==> config.mk <==
export PLATFORM = sky130hd
export DESIGN_NAME = speed_throttle_controller_unit_flat
export DESIGN_NICKNAME = d
export VERILOG_FILES = /design/src/design/stc_pkg.sv /design/src/design/stc_in_if.sv /design/src/design/stc_out_if.sv /design/src/design/stc_apb_regs.sv /design/src/design/stc_divider.sv /design/src/design/speed_throttle_controller_unit.sv /design/src/flat_wrapper.sv
export SDC_FILE = /design/constraint.sdc
export NUM_CORES = 1
export LEC_CHECK = 0
export BUFFER_PORTS_ARGS = -buffer_cell sky130_fd_sc_hd__buf_2
export CAP_MARGIN = 5
export CORE_ASPECT_RATIO = 0.8
export CORE_MARGIN = 2
export CORE_UTILIZATION = 63
export CTS_BUF_LIST = sky130_fd_sc_hd__clkbuf_16
export DETAILED_ROUTE_END_ITERATION = 8
export HOLD_SLACK_MARGIN = 0.06
export MAX_ROUTING_LAYER = met4
export PLACE_DENSITY = 0.8
export SLEW_MARGIN = 30
export SYNTH_ARGS = -nofsm -noshare
export SYNTH_HDL_FRONTEND = slang
export SYNTH_SLANG_ARGS = --single-unit
==> constraint.sdc <==
create_clock -name clk -period 7.75 [get_ports clk]
set_clock_uncertainty 0.05 [all_clocks]
set_input_delay 1.1625 -clock clk [delete_from_list [all_inputs] [get_ports clk]]
set_output_delay 1.1625 -clock clk [all_outputs]
set_load 0.1 [all_outputs]
==> src/design/stc_pkg.sv <==
`timescale 1ns / 1ps
// Shared constants, types and breakpoint table for the speed throttle controller.
package stc_pkg;

  localparam int HISTORY_DEPTH = 9;
  localparam int TABLE_ENTRIES = 16;
  localparam int BP_COUNT      = 16;
  localparam int BP_USED       = (TABLE_ENTRIES < BP_COUNT) ? TABLE_ENTRIES : BP_COUNT;
  localparam int BP_IDX_W      = $clog2(BP_COUNT);

  localparam int SPEED_W       = 13;
  localparam int TARGET_W      = 11;
  localparam int GAIN_W        = 8;
  localparam int THR_W         = 8;
  localparam int FRAC_BITS     = 12;
  localparam int THROTTLE_STEP = 10;

  localparam int HIST_IDX_W    = (HISTORY_DEPTH > 1) ? $clog2(HISTORY_DEPTH) : 1;
  localparam int SUM_W         = $clog2(HISTORY_DEPTH * (1 << (SPEED_W - 1)) + 1) + 1;

  // shared divider: 24-bit dividend, 8-bit divisor, 16 quotient bits
  localparam int DVD_W         = 24;
  localparam int DVS_W         = 8;
  localparam int QUO_W         = DVD_W - DVS_W;
  localparam int STEP_CNT_W    = $clog2(QUO_W);

  localparam int APB_ADDR_W    = 5;
  localparam int APB_DATA_W    = 32;
  localparam int REG_IDX_W     = APB_ADDR_W - 2;

  localparam logic [REG_IDX_W-1:0] REG_GAIN     = 3'd0;
  localparam logic [REG_IDX_W-1:0] REG_LOW_THR  = 3'd1;
  localparam logic [REG_IDX_W-1:0] REG_HIGH_THR = 3'd2;
  localparam logic [REG_IDX_W-1:0] REG_MIN_THR  = 3'd3;
  localparam logic [REG_IDX_W-1:0] REG_MAX_THR  = 3'd4;

  localparam logic [TARGET_W-1:0] BP_TABLE [BP_COUNT] = '{
    11'd0,    11'd128,  11'd256,  11'd333,  11'd410,  11'd512,  11'd614,  11'd666,
    11'd870,  11'd973,  11'd1101, 11'd1203, 11'd1357, 11'd1434, 11'd1485, 11'd1536
  };

  typedef struct packed {
    logic [GAIN_W-1:0]   gain;
    logic [TARGET_W-1:0] low_thr;
    logic [TARGET_W-1:0] high_thr;
    logic [THR_W-1:0]    min_thr;
    logic [THR_W-1:0]    max_thr;
  } cfg_t;

  localparam cfg_t CFG_RST = '{
    gain:     8'd160,
    low_thr:  11'd26,
    high_thr: 11'd1510,
    min_thr:  8'd100,
    max_thr:  8'd250
  };

  typedef struct packed {
    logic             start;
    logic [DVD_W-1:0] dividend;
    logic [DVS_W-1:0] divisor;
  } div_req_t;

  typedef struct packed {
    logic             done;
    logic [QUO_W-1:0] quotient;
  } div_rsp_t;

endpackage

==> src/design/stc_in_if.sv <==
`timescale 1ns / 1ps
// Input channel: speed samples and throttle requests.
interface stc_in_if;
  import stc_pkg::*;

  logic                       valid;
  logic                       ready;
  logic                       operation;
  logic signed [SPEED_W-1:0]  speed_sample;
  logic [TARGET_W-1:0]        set_speed;

  modport source (output valid, operation, speed_sample, set_speed, input ready);
  modport sink   (input valid, operation, speed_sample, set_speed, output ready);
endinterface

==> src/design/stc_out_if.sv <==
`timescale 1ns / 1ps
// Output channel: saturated throttle command and clip flag.
interface stc_out_if;
  import stc_pkg::*;

  logic             valid;
  logic             ready;
  logic [THR_W-1:0] throttle_command;
  logic             clipped;

  modport source (output valid, throttle_command, clipped, input ready);
  modport sink   (input valid, throttle_command, clipped, output ready);
endinterface

==> src/design/stc_apb_regs.sv <==
`timescale 1ns / 1ps
// APB configuration register file.
module stc_apb_regs (
  input  logic                           clk,
  input  logic                           rst,
  input  logic                           psel,
  input  logic                           penable,
  input  logic                           pwrite,
  input  logic [stc_pkg::APB_ADDR_W-1:0] paddr,
  input  logic [stc_pkg::APB_DATA_W-1:0] pwdata,
  output logic [stc_pkg::APB_DATA_W-1:0] prdata,
  output logic                           pready,
  output stc_pkg::cfg_t                  cfg
);
  import stc_pkg::*;

  logic [REG_IDX_W-1:0] reg_idx;
  logic                 wr_en;

  assign reg_idx = paddr[APB_ADDR_W-1:2];
  assign wr_en   = psel & penable & pwrite;
  assign pready  = 1'b1;

  always_ff @(posedge clk) begin
    if (rst) begin
      cfg <= CFG_RST;
    end else if (wr_en) begin
      unique case (reg_idx)
        REG_GAIN:     cfg.gain     <= pwdata[GAIN_W-1:0];
        REG_LOW_THR:  cfg.low_thr  <= pwdata[TARGET_W-1:0];
        REG_HIGH_THR: cfg.high_thr <= pwdata[TARGET_W-1:0];
        REG_MIN_THR:  cfg.min_thr  <= pwdata[THR_W-1:0];
        REG_MAX_THR:  cfg.max_thr  <= pwdata[THR_W-1:0];
        default: ;
      endcase
    end
  end

  always_comb begin
    prdata = '0;
    unique case (reg_idx)
      REG_GAIN:     prdata = {{(APB_DATA_W-GAIN_W){1'b0}}, cfg.gain};
      REG_LOW_THR:  prdata = {{(APB_DATA_W-TARGET_W){1'b0}}, cfg.low_thr};
      REG_HIGH_THR: prdata = {{(APB_DATA_W-TARGET_W){1'b0}}, cfg.high_thr};
      REG_MIN_THR:  prdata = {{(APB_DATA_W-THR_W){1'b0}}, cfg.min_thr};
      REG_MAX_THR:  prdata = {{(APB_DATA_W-THR_W){1'b0}}, cfg.max_thr};
      default:      prdata = '0;
    endcase
  end

endmodule

==> src/design/stc_divider.sv <==
`timescale 1ns / 1ps
// Shared restoring divider, one quotient bit per cycle.
module stc_divider (
  input  logic              clk,
  input  logic              rst,
  input  stc_pkg::div_req_t req,
  output stc_pkg::div_rsp_t rsp
);
  import stc_pkg::*;

  logic                  busy;
  logic                  done;
  logic [STEP_CNT_W-1:0] cnt;
  logic [DVS_W-1:0]      rem;
  logic [DVS_W-1:0]      divisor_q;
  logic [QUO_W-1:0]      shreg;

  logic [DVS_W:0]        trial;
  logic [DVS_W:0]        trial_diff;
  logic                  fits;
  logic [DVS_W-1:0]      rem_next;

  // remainder stays below the divisor, so one subtract per bit suffices
  assign trial      = {rem, shreg[QUO_W-1]};
  assign trial_diff = trial - {1'b0, divisor_q};
  assign fits       = (trial >= {1'b0, divisor_q});
  assign rem_next   = fits ? trial_diff[DVS_W-1:0] : trial[DVS_W-1:0];

  always_ff @(posedge clk) begin
    if (rst) begin
      busy <= 1'b0;
      done <= 1'b0;
      cnt  <= '0;
    end else begin
      done <= 1'b0;
      if (req.start) begin
        busy <= 1'b1;
        cnt  <= '0;
      end else if (busy) begin
        cnt <= cnt + 1'b1;
        if (cnt == STEP_CNT_W'(QUO_W - 1)) begin
          busy <= 1'b0;
          done <= 1'b1;
        end
      end
    end
  end

  always_ff @(posedge clk) begin
    if (req.start) begin
      rem       <= req.dividend[DVD_W-1:QUO_W];
      shreg     <= req.dividend[QUO_W-1:0];
      divisor_q <= req.divisor;
    end else if (busy) begin
      rem   <= rem_next;
      shreg <= {shreg[QUO_W-2:0], fits};
    end
  end

  assign rsp.done     = done;
  assign rsp.quotient = shreg;

endmodule

==> src/design/speed_throttle_controller_unit.sv <==
`timescale 1ns / 1ps
// Speed throttle controller top level: sequencer, history, feed-forward and saturation.
//
//  channel  | dir | transfer                   | payload
//  ---------+-----+----------------------------+------------------------------------------
//  in_ch    | in  | valid & ready              | operation, speed_sample, set_speed
//  out_ch   | out | valid & ready              | throttle_command, clipped
//  apb      | in  | psel & penable & pwrite    | paddr, pwdata (prdata on reads)
//
// Sample item: S_ACC sums the history, S_SETUP starts the shared divider, and S_DIV waits
//   for the average; the history then shifts in the sample.
// Target item: S_SETUP to S_OUT outside the thresholds or table range, else through the divider.
// in_ch.ready is high only between items; a held result does not block the next transfer in.
// Synchronous reset restores registers, history and average to their reset values.
module speed_throttle_controller_unit (
  input  logic                           clk,
  input  logic                           rst,
  stc_in_if.sink                         in_ch,
  stc_out_if.source                      out_ch,
  input  logic                           psel,
  input  logic                           penable,
  input  logic                           pwrite,
  input  logic [stc_pkg::APB_ADDR_W-1:0] paddr,
  input  logic [stc_pkg::APB_DATA_W-1:0] pwdata,
  output logic [stc_pkg::APB_DATA_W-1:0] prdata,
  output logic                           pready
);
  import stc_pkg::*;

  localparam int DIFF_W  = SPEED_W + 1;
  localparam int PROD_W  = GAIN_W + 1 + DIFF_W;
  localparam int BASE_W  = THR_W + 1;
  localparam int FF_W    = BASE_W + FRAC_BITS + 1;
  localparam int RAW_W   = PROD_W + 1;
  localparam int STEPN_W = TARGET_W + 4;

  typedef enum logic [2:0] {S_IDLE, S_ACC, S_SETUP, S_DIV, S_OUT} state_t;

  cfg_t     cfg;
  div_req_t div_req;
  div_rsp_t div_rsp;

  state_t                     state;
  logic                       op_target;
  logic signed [SPEED_W-1:0]  sample;
  logic [TARGET_W-1:0]        target;
  logic signed [SPEED_W-1:0]  hist [HISTORY_DEPTH];
  logic [HIST_IDX_W-1:0]      idx;
  logic signed [SUM_W-1:0]    acc;
  logic signed [SPEED_W-1:0]  avg;
  logic signed [PROD_W-1:0]   prod;
  logic [FF_W-1:0]            ff;
  logic                       out_valid;
  logic [THR_W-1:0]           out_cmd;
  logic                       out_clip;

  logic                       acc_neg;
  logic [SUM_W-1:0]           acc_abs;
  logic [SPEED_W-1:0]         avg_mag;
  logic                       seg_hit;
  logic [BP_IDX_W-1:0]        seg;
  logic [TARGET_W-1:0]        bp_lo;
  logic [TARGET_W-1:0]        bp_hi;
  logic [TARGET_W-1:0]        offs;
  logic [TARGET_W-1:0]        bp_span;
  logic [STEPN_W-1:0]         step_num;
  logic [BASE_W-1:0]          base;
  logic [BASE_W-1:0]          end_base;
  logic                       t_low;
  logic                       t_high;
  logic                       interp;
  logic signed [DIFF_W-1:0]   diff;
  logic signed [PROD_W-1:0]   prod_next;
  logic signed [RAW_W-1:0]    raw;
  logic                       raw_over;
  logic [THR_W-1:0]           cmd;
  logic                       clip;
  logic                       in_xfer;

  stc_apb_regs u_regs (
    .clk     (clk),
    .rst     (rst),
    .psel    (psel),
    .penable (penable),
    .pwrite  (pwrite),
    .paddr   (paddr),
    .pwdata  (pwdata),
    .prdata  (prdata),
    .pready  (pready),
    .cfg     (cfg)
  );

  stc_divider u_div (
    .clk (clk),
    .rst (rst),
    .req (div_req),
    .rsp (div_rsp)
  );

  assign in_ch.ready = (state == S_IDLE);
  assign in_xfer     = in_ch.valid & in_ch.ready;

  // history sum magnitude for the divide
  assign acc_neg = acc[SUM_W-1];
  assign acc_abs = acc_neg ? -acc : acc;
  assign avg_mag = div_rsp.quotient[SPEED_W-1:0];

  // interval search: first segment whose upper breakpoint is not below the target
  always_comb begin
    seg_hit = 1'b0;
    seg     = '0;
    for (int k = BP_USED - 2; k >= 0; k--) begin
      if (target <= BP_TABLE[k+1]) begin
        seg_hit = 1'b1;
        seg     = BP_IDX_W'(k);
      end
    end
  end

  assign bp_lo    = BP_TABLE[seg];
  assign bp_hi    = BP_TABLE[seg + 1'b1];
  assign offs     = target - bp_lo;
  assign bp_span  = bp_hi - bp_lo;
  assign step_num = STEPN_W'(offs) * STEPN_W'(THROTTLE_STEP);
  assign base     = {1'b0, cfg.min_thr} + BASE_W'(seg) * BASE_W'(THROTTLE_STEP);
  assign end_base = {1'b0, cfg.min_thr} + BASE_W'(THROTTLE_STEP * (BP_USED - 1));

  assign t_low  = (target < cfg.low_thr);
  assign t_high = (target > cfg.high_thr);
  assign interp = !t_low && !t_high && seg_hit;

  assign diff      = $signed({{(DIFF_W-TARGET_W){1'b0}}, target}) - {avg[SPEED_W-1], avg};
  assign prod_next = $signed({1'b0, cfg.gain}) * diff;

  always_comb begin
    div_req.start = (state == S_SETUP) && (!op_target || interp);
    if (op_target) begin
      div_req.dividend = {step_num[DVD_W-FRAC_BITS-1:0], {FRAC_BITS{1'b0}}};
      div_req.divisor  = bp_span[DVS_W-1:0];
    end else begin
      div_req.dividend = {{(DVD_W-SUM_W+1){1'b0}}, acc_abs[SUM_W-2:0]};
      div_req.divisor  = DVS_W'(HISTORY_DEPTH);
    end
  end

  // saturation of feed-forward plus proportional term
  assign raw      = $signed({{(RAW_W-FF_W){1'b0}}, ff}) + {prod[PROD_W-1], prod};
  assign raw_over = !raw[RAW_W-1] && (raw[RAW_W-2:FRAC_BITS+THR_W] != '0);

  always_comb begin
    clip = 1'b0;
    cmd  = raw[FRAC_BITS+THR_W-1:FRAC_BITS];
    if (raw[RAW_W-1]) begin
      clip = 1'b1;
      cmd  = '0;
    end else if (raw_over) begin
      clip = 1'b1;
      cmd  = '1;
    end
  end

  always_ff @(posedge clk) begin
    if (rst) begin
      state     <= S_IDLE;
      op_target <= 1'b0;
      idx       <= '0;
      acc       <= '0;
      avg       <= '0;
      out_valid <= 1'b0;
      for (int k = 0; k < HISTORY_DEPTH; k++) begin
        hist[k] <= '0;
      end
    end else begin
      // S_OUT loads the output register itself
      if (out_valid && out_ch.ready && state != S_OUT) begin
        out_valid <= 1'b0;
      end
      unique case (state)
        S_IDLE: begin
          if (in_xfer) begin
            op_target <= in_ch.operation;
            sample    <= in_ch.speed_sample;
            target    <= in_ch.set_speed;
            acc       <= '0;
            idx       <= '0;
            state     <= in_ch.operation ? S_SETUP : S_ACC;
          end
        end
        S_ACC: begin
          acc <= acc + SUM_W'(hist[idx]);
          idx <= idx + 1'b1;
          if (idx == HIST_IDX_W'(HISTORY_DEPTH - 1)) begin
            state <= S_SETUP;
          end
        end
        S_SETUP: begin
          if (op_target) begin
            prod <= prod_next;
            if (t_low) begin
              ff    <= FF_W'({cfg.min_thr, {FRAC_BITS{1'b0}}});
              state <= S_OUT;
            end else if (t_high) begin
              ff    <= FF_W'({cfg.max_thr, {FRAC_BITS{1'b0}}});
              state <= S_OUT;
            end else if (!seg_hit) begin
              ff    <= FF_W'({end_base, {FRAC_BITS{1'b0}}});
              state <= S_OUT;
            end else begin
              state <= S_DIV;
            end
          end else begin
            state <= S_DIV;
          end
        end
        S_DIV: begin
          if (div_rsp.done) begin
            if (op_target) begin
              ff    <= FF_W'({base, {FRAC_BITS{1'b0}}}) + FF_W'(div_rsp.quotient);
              state <= S_OUT;
            end else begin
              avg <= acc_neg ? -avg_mag : avg_mag;
              for (int k = 0; k < HISTORY_DEPTH - 1; k++) begin
                hist[k] <= hist[k+1];
              end
              hist[HISTORY_DEPTH-1] <= sample;
              state <= S_IDLE;
            end
          end
        end
        S_OUT: begin
          if (!out_valid || out_ch.ready) begin
            out_valid <= 1'b1;
            out_cmd   <= cmd;
            out_clip  <= clip;
            state     <= S_IDLE;
          end
        end
        default: state <= S_IDLE;
      endcase
    end
  end

  assign out_ch.valid            = out_valid;
  assign out_ch.throttle_command = out_cmd;
  assign out_ch.clipped          = out_clip;

  a_div_done_in_div: assert property (@(posedge clk) disable iff (rst)
    div_rsp.done |-> state == S_DIV)
    else $error("divider finished outside the divide wait");

  a_sample_no_result: assert property (@(posedge clk) disable iff (rst)
    (in_xfer && !in_ch.operation && !out_valid) |=> !out_valid)
    else $error("speed sample produced a result");

  a_clip_rails: assert property (@(posedge clk) disable iff (rst)
    (out_valid && out_clip) |-> (out_cmd == '0 || out_cmd == '1))
    else $error("clipped result not at a rail");

endmodule

==> src/flat_wrapper.sv <==
// flat-port wrapper written by rule: the top's interface ports become plain ports
module speed_throttle_controller_unit_flat import stc_pkg::*;
  (clk, rst, psel, penable, pwrite, paddr, pwdata, prdata, pready, in_ch_valid, in_ch_operation, in_ch_speed_sample, in_ch_set_speed, in_ch_ready, out_ch_valid, out_ch_throttle_command, out_ch_clipped, out_ch_ready);
  stc_in_if in_ch_i ();
  stc_out_if out_ch_i ();
  input  logic clk;
  input  logic rst;
  input  logic psel;
  input  logic penable;
  input  logic pwrite;
  input  logic [stc_pkg::APB_ADDR_W-1:0] paddr;
  input  logic [stc_pkg::APB_DATA_W-1:0] pwdata;
  output logic [stc_pkg::APB_DATA_W-1:0] prdata;
  output logic pready;
  input wire logic [$bits(in_ch_i.valid)-1:0] in_ch_valid;
  input wire logic [$bits(in_ch_i.operation)-1:0] in_ch_operation;
  input wire logic [$bits(in_ch_i.speed_sample)-1:0] in_ch_speed_sample;
  input wire logic [$bits(in_ch_i.set_speed)-1:0] in_ch_set_speed;
  output wire logic [$bits(in_ch_i.ready)-1:0] in_ch_ready;
  output wire logic [$bits(out_ch_i.valid)-1:0] out_ch_valid;
  output wire logic [$bits(out_ch_i.throttle_command)-1:0] out_ch_throttle_command;
  output wire logic [$bits(out_ch_i.clipped)-1:0] out_ch_clipped;
  input wire logic [$bits(out_ch_i.ready)-1:0] out_ch_ready;
  assign in_ch_i.valid = in_ch_valid;
  assign in_ch_i.operation = in_ch_operation;
  assign in_ch_i.speed_sample = in_ch_speed_sample;
  assign in_ch_i.set_speed = in_ch_set_speed;
  assign in_ch_ready = in_ch_i.ready;
  assign out_ch_valid = out_ch_i.valid;
  assign out_ch_throttle_command = out_ch_i.throttle_command;
  assign out_ch_clipped = out_ch_i.clipped;
  assign out_ch_i.ready = out_ch_ready;
  speed_throttle_controller_unit u_core (.clk(clk), .rst(rst), .in_ch(in_ch_i), .out_ch(out_ch_i), .psel(psel), .penable(penable), .pwrite(pwrite), .paddr(paddr), .pwdata(pwdata), .prdata(prdata), .pready(pready));
endmodule
# After elaboration in Yosys (flattened, before gate mapping)
# Memories as Yosys holds them, arrays and structs flattened. A register that Yosys moved wholly into a read port is not among the register bits.
# Index checks and enable logic that the tools add are counted.
classes:
  add_sub_neg: 14
  multipliers: 3
  order_cmp: 20
  n_eq_ne: 18
  n_mux: 92
  bitwise: 17
  n_reduce_logical: 34
ops:
  columns: ["op", "n"]
  rows:
  - ["$mux 22", 6]
  - ["$mux 13", 10]
  - ["$mux 4", 18]
  - ["$le 11x11->1 const B", 6]
  - ["$le 11x10->1 const B", 5]
  - ["$pmux 11 s5", 1]
  - ["$mux 16", 3]
  - ["$mux 8", 6]
  - ["$pmux 22 s2", 1]
  - ["$pmux 17 s2", 1]
  - ["$le 11x9->1 const B", 3]
  - ["$mux 32", 1]
  - ["$mux 1", 30]
  - ["$mux 3", 9]
  - ["$add 23x23->24", 1]
  - ["$mul 9x14->23", 1]
  - ["$add 21x16->22", 1]
  - ["$mux 11", 2]
  - ["$add 17x13->17", 1]
  - ["$mux 17", 1]
  - ["$neg 16->16", 1]
  - ["$sub 8x8->8", 2]
  - ["$pmux 3 s5", 1]
  - ["$reduce_and 2->1", 7]
  - ["38 further kinds", 80]
totals:
  register_bits: 201
  ramBits: 117
  rom_bits: 352
  wordCells: 224
  mem_count: 3
memory_table:
  columns: ["memory", "words", "width", "read_ports", "rd_ports_with_merged_regs", "wr", "line", "rtl"]
  rows:
  - ["(name not given)", 16, 11, 1, 0, 0, "speed_throttle_controller_unit.sv:121", "assign bp_hi = BP_TABLE[seg + 1'b1];"]
  - ["(name not given)", 16, 11, 1, 0, 0, "speed_throttle_controller_unit.sv:120", "assign bp_lo = BP_TABLE[seg];"]
  - ["u_core.hist", 9, 13, 9, 1, 9, "speed_throttle_controller_unit.sv:47", "logic signed [SPEED_W-1:0] hist [HISTORY_DEPTH];"]

# Depth between registers and ports, before layout
depth:
  word_depth: 24
  mapped_depth: 31

# Hierarchy
# Synthesis repeated with hierarchy kept, for this count alone.
hier_totals:
  cells_unflattened: 2353
  hier_area_um2: 23756.5
by_module_without_submodules:
  columns: ["module", "n_inst", "cells_per_inst", "area_each_um2"]
  rows:
  - ["speed_throttle_controller_unit", 1, 1928, 19301.0]
  - ["stc_apb_regs", 1, 256, 2418.6]
  - ["stc_divider", 1, 169, 2037.0]

# Worst setup path after synthesis
# Ideal clock, no wire load.
synth_path:
  kind: "reg2reg"
  from: "reg u_core.target[0]"
  to: "reg u_core.prod[21] (data pin)"
  setup_ns: 0.257
  t_arrival_ns: 6.646
  path_slack_ns: 0.797
  path_stages_with_launch: 31
  n_path_buf: 0
  path_cell_list: "edfxtp_1 -> inv_1 -> ha_1 -> inv_1 -> fa_1 -> a21o_1 -> a21oi_1 -> o21ai_0 -> a21oi_1 -> o21bai_1 -> a21oi_1 -> o21ai_0 -> nor2_1 -> xnor2_1 -> nand2_1 -> fa_1 -> inv_1 -> fa_1 -> inv_1 -> fa_1 -> inv_1 -> fa_1 -> ha_1 -> or3_1 -> o211ai_1 -> o211a_1 -> a2111oi_0 -> o21a_1 -> o21a_1 -> o41a_1 -> xor2_1"
synth_between:
  elab_chain_len: 2
synth_rtl:
  columns: ["element", "line", "rtl"]
  rows:
  - ["from (decl)", "speed_throttle_controller_unit.sv:46", "logic [TARGET_W-1:0] target;"]
  - ["from (signal assigned)", "speed_throttle_controller_unit.sv:183", "target <= in_ch.set_speed;"]
  - ["$sub 12x13->14", "speed_throttle_controller_unit.sv:132", "assign diff = $signed({{(DIFF_W-TARGET_W){1'b0}}, target}) - {avg[SPEED_W-1], avg};"]
  - ["$mul 9x14->23", "speed_throttle_controller_unit.sv:133", "assign prod_next = $signed({1'b0, cfg.gain}) * diff;"]
  - ["net u_core.prod_next[21]", "speed_throttle_controller_unit.sv:73", "logic signed [PROD_W-1:0] prod_next;"]
  - ["to (signal assigned)", "speed_throttle_controller_unit.sv:198", "prod <= prod_next;"]
  - ["to (decl)", "speed_throttle_controller_unit.sv:51", "logic signed [PROD_W-1:0] prod;"]
# The timed path passes the listed nets, and every way through them passes these cells.
# A chain may end at the register's enable or synchronous reset.

# Worst setup path in the final report
# Ends and elaborated chain as after synthesis.

==> results.txt <==
The flow ran to the end, and the final reports show no timing, DRC or antenna violations. Data on the critical path is required at its endpoint by 7.98 ns. In this run the register-to-register setup slack is 0.33 ns. Startpoint type of the worst setup path: a register.

After routing the design area is 25000 um^2. Yosys mapped a number of flops with a built-in enable equal to 227. The effective utilization at floorplan came out at 64.1%. Master cell of the clock root buffer: sky130_fd_sc_hd__clkbuf_16. The worst hold path belongs to the class reg2reg. The logs give 0.0105 uW for the static power due to leakage and 62 for the standard-cell row count. The multi-input combinational cells in the finished layout cover a total of 13100 um^2. The worst register-to-register path ends at u_core.prod[21]. For this run, the share of the core covered by cells in the final layout is 69.4%.

Across the VDD grid, the largest voltage drop is 0.279 mV. The tools report the via count of the first global-routing pass as 17.0k. In the final routed layout, each cell accounts on average for 18.5 um.

The tools report the area of the core region as 36000 um^2. Pin placement for this block handled 113 I/O pins. The cell family contributing the most delay on the critical path is adder cells.

The mean instance size in the synthesized netlist is 9.94 um^2, and the clock sink count is 322. The number of different library cells in the post-synthesis netlist is 89, and the count of buffers inserted at the top-level ports is 67. The worst setup path is captured at a register. Leaving out fill and tap cells, the most frequent cells in the layout are sky130_fd_sc_hd__inv_1, sky130_fd_sc_hd__edfxtp_1, sky130_fd_sc_hd__nand2_1, sky130_fd_sc_hd__and2_1, sky130_fd_sc_hd__ha_1.

At the end of the flow, the number of nets in the layout was 2710. TritonCTS created 34 clock buffers. On the worst path, the slowest cell contributes a delay of 0.52 ns. The fraction of the cycle the final worst path needs is 95.7%. Maximum clock path buffer count: 3.

The biggest fanout along the worst timing path was 6; the remaining routing DRC violations was 0. The clock period minus worst slack came out at 7.42 ns. The most common flop cell mapped by yosys was sky130_fd_sc_hd__edfxtp_1. Placement-stage worst setup slack: 0.192 ns. Tracing the worst setup path back leads to its startpoint at u_core.target[0].

End point of the critical path: u_core.prod[21]. The worst flop-to-flop path startpoint was u_core.target[0]. The setup path with the least slack is of type reg2reg.

After the first detailed-routing iteration, the DRC count stood at 1459. The floorplan step set the die height to 175 um. Timing would allow up to 0.135 GHz. The slowest stage of the critical path is the sky130_fd_sc_hd__edfxtp_1 cell. Once placement finished, the instance area stood at 23800 um^2. Entering global routing, the biggest net connects 118 pins. The most frequent standard cell in the layout excluding fill and tap cells is sky130_fd_sc_hd__inv_1.

For this run, the total global-route usage over all layers was measured as 29.0%. Counting flops with an async set or reset pin after synthesis yields a share of 0%. The tools report the final setup violation count as 0. In this run the cell area of the synthesized design comes to 23100 um^2.

The die is 218 um wide. For the reported max-cap violation count, the log shows 0. The die covers 38200 um^2.

In the post-synthesis netlist, the biggest area contributors are sky130_fd_sc_hd__edfxtp_1, sky130_fd_sc_hd__ha_1, sky130_fd_sc_hd__fa_1. The first-pass GRT wire length is 85.9 mm, and the register clock-pin slew on the reported worst setup and hold paths is 0.06 ns. The run gives 0.55 ns as the source-to-sink clock delay at the later pin of the worst-skew pair. The number of antenna violations at the first check in global routing came out at 1.

TritonCTS built the clock tree. sky130_fd_sc_hd__edfxtp_1 takes more of the synthesized area than any other cell. From synthesis to final layout, the design area changed by 8.18%. Buffers inserted to repair hold after CTS numbered 0.

After filler insertion, the fill cell instance count of the layout stands at 2681. For the critical path data arrival time, the log shows 7.65 ns. The logs give 36.0% for the relative slew slack and 0.434 ns for the hold slack. Counting cells, the worst reg-to-reg path comes to 30. The logs give 53.0 mm for the final wirelength and 0 for the sum of overflow across all layers after global routing. The number of placed instances, taps included, is 2805. The portion of synthesized cell area occupied by the leading cell type is 29.5%.

In this run the number of cells on the critical path is 30. The count of endpoints failing hold in the final timing report came out at 0. The synthesized design contains 322 register bits. The final weighted congestion in routability-driven placement came out at 0.930.

The number of buffer and inverter instances along the worst setup path was 5. The H-tree was split into 2 levels. For the final number of max-transition violations, the log shows 0.

The first detailed-routing pass took 6 iterations. The area taken by flip-flops and latches was 8720 um^2; the cell area power density was 306 nW/um^2. Excluding fillers, the count of instances in the completed layout stands at 2871.

Yosys warning count: 0. The vias after detailed routing was 17.2k; the number of vias per cell was 5.99. Of the cells placed in the final design, the portion with a size suffix greater than 1 is 9.58%.

The antenna violation net count after detailed routing is 0, and the setup slack of the critical path after layout is 0.333 ns. The tools report the detailed placer's ending HPWL as 39.7 mm. For the pin with the worst max-slew slack, the measured transition is 0.960 ns.

Sequential cells were found to cover 37.8% of the synthesized design area. Counting every instance in the synthesized netlist gives 2321.
## layout make-up
| cell class | instances | area share [%] |
|---|---|---|
| multi-input cells | 1674 | 52.5 |
| flip-flops and latches | 322 | 34.9 |
| inverters | 228 | 3.44 |
| clock buffers | 34 | 3.41 |
| repair buffers | 104 | 2.51 |
| well taps | 480 | 2.41 |
| clock inverters | 28 | 0.817 |
| diodes | 1 | 0.0100 |
## metal layers
layer  share of wire (%)  GRT usage (%)  vias up
met5                   0              -        -
met4                 2.1           7.77        0
met3                 8.8           5.87       99
met2                  45           43.6      639
met1                  44           40.2     8365
li1                    -              -     8101
## kinds of logic after synthesis
family / Yosys count / synth area share (%)
flip-flops: 322 / 37.8
other: 2 / 0.0325
multiplexers: 75 / 4.68
buffers and inverters: 345 / 6.01
adder cells (fa/ha/maj): 277 / 18.2
AND/OR/NAND/NOR: 731 / 15.9
AO/OA/AOI/OAI: 456 / 13.0
XOR/XNOR: 113 / 4.29
## Yosys cell counts, types with 7 or more instances
master and n:
sky130_fd_sc_hd__nand3_1 35, sky130_fd_sc_hd__nand2_1 201, sky130_fd_sc_hd__mux4_2 26, sky130_fd_sc_hd__buf_1 7, sky130_fd_sc_hd__mux2i_1 46, sky130_fd_sc_hd__nor2b_1 34, sky130_fd_sc_hd__a21oi_1 121, sky130_fd_sc_hd__a21o_1 31
sky130_fd_sc_hd__nor3_1 30, sky130_fd_sc_hd__a22oi_1 8, sky130_fd_sc_hd__dfxtp_1 95, sky130_fd_sc_hd__o21bai_1 10, sky130_fd_sc_hd__a21boi_0 8, sky130_fd_sc_hd__o21a_1 14, sky130_fd_sc_hd__o31ai_1 10, sky130_fd_sc_hd__nor2_1 148
sky130_fd_sc_hd__xnor2_1 76, sky130_fd_sc_hd__or3_1 16, sky130_fd_sc_hd__nand2b_1 23, sky130_fd_sc_hd__fa_1 99, sky130_fd_sc_hd__a211o_1 21, sky130_fd_sc_hd__edfxtp_1 227, sky130_fd_sc_hd__a31oi_1 7, sky130_fd_sc_hd__o21ai_0 109
sky130_fd_sc_hd__ha_1 178, sky130_fd_sc_hd__clkbuf_1 81, sky130_fd_sc_hd__and2_1 185, sky130_fd_sc_hd__o2bb2ai_1 12, sky130_fd_sc_hd__inv_1 225, sky130_fd_sc_hd__buf_2 7, sky130_fd_sc_hd__and3_1 20, sky130_fd_sc_hd__xor2_1 37
sky130_fd_sc_hd__a211oi_1 13, sky130_fd_sc_hd__buf_4 22, sky130_fd_sc_hd__o211ai_1 11, sky130_fd_sc_hd__o22ai_1 27
## report_power, final
part	switching (uW)	leakage, uW	internal [uW]
Clock	699	0.000557	848
Combinational	2190	0.00697	1550
Sequential	228	0.00299	2140
Total	3110	0.0105	4540
## stage by stage
step | setup TNS, ns | total power (uW)
detailed placement | 0 | 6030
global placement | 0 | 5860
global route | -0.0344 | 8200
floorplan | 0 | 5200
CTS | 0 | 7610
finish | 0 | 7650
## worst reg2reg max path, delay by kind of cell (launching register included)
kind / cells / cell delay, ns
AOI/OAI and AO/OA: 13 / 2.59
xor gates and xnor gates: 2 / 0.31
buffers and inverters: 5 / 0.35
and+or+nand+nor: 3 / 0.58
adders and majority gates: 7 / 2.78
DFF: 1 / 0.52
## worst min path at each step
stage	start	end	slack [ns]	cells after the start
2_1_floorplan	u_core.u_regs.cfg[29]	u_core.u_regs.cfg[29]	0.40	2
3_3_place_gp	u_core.u_regs.cfg[34]	u_core.u_regs.cfg[34]	0.41	2
3_5_place_dp	u_core.u_regs.cfg[33]	u_core.u_regs.cfg[33]	0.42	2
4_1_cts	u_core.u_regs.cfg[33]	u_core.u_regs.cfg[33]	0.43	2
5_1_grt	u_core.u_regs.cfg[29]	u_core.u_regs.cfg[29]	0.45	2
6_report	u_core.u_regs.cfg[34]	u_core.u_regs.cfg[34]	0.43	2
## sequential cells by signal, indices dropped and copies added (netlist names), 11 cells and up, named ones only
register and count:
u_core.avg 13, u_core.hist 117, u_core.prod 23, u_core.sample 13
u_core.target 11, u_core.ff 22, u_core.u_regs.cfg 46, u_core.u_div.shreg 16
u_core.acc 17
## what timing repair did
item                                    in CTS  in global routing
gates resized for setup                      0                  6
setup buffers                                0                  2
endpoints found under the setup margin       0                  2
No activity file was read; power rests on OpenSTA's default activity.
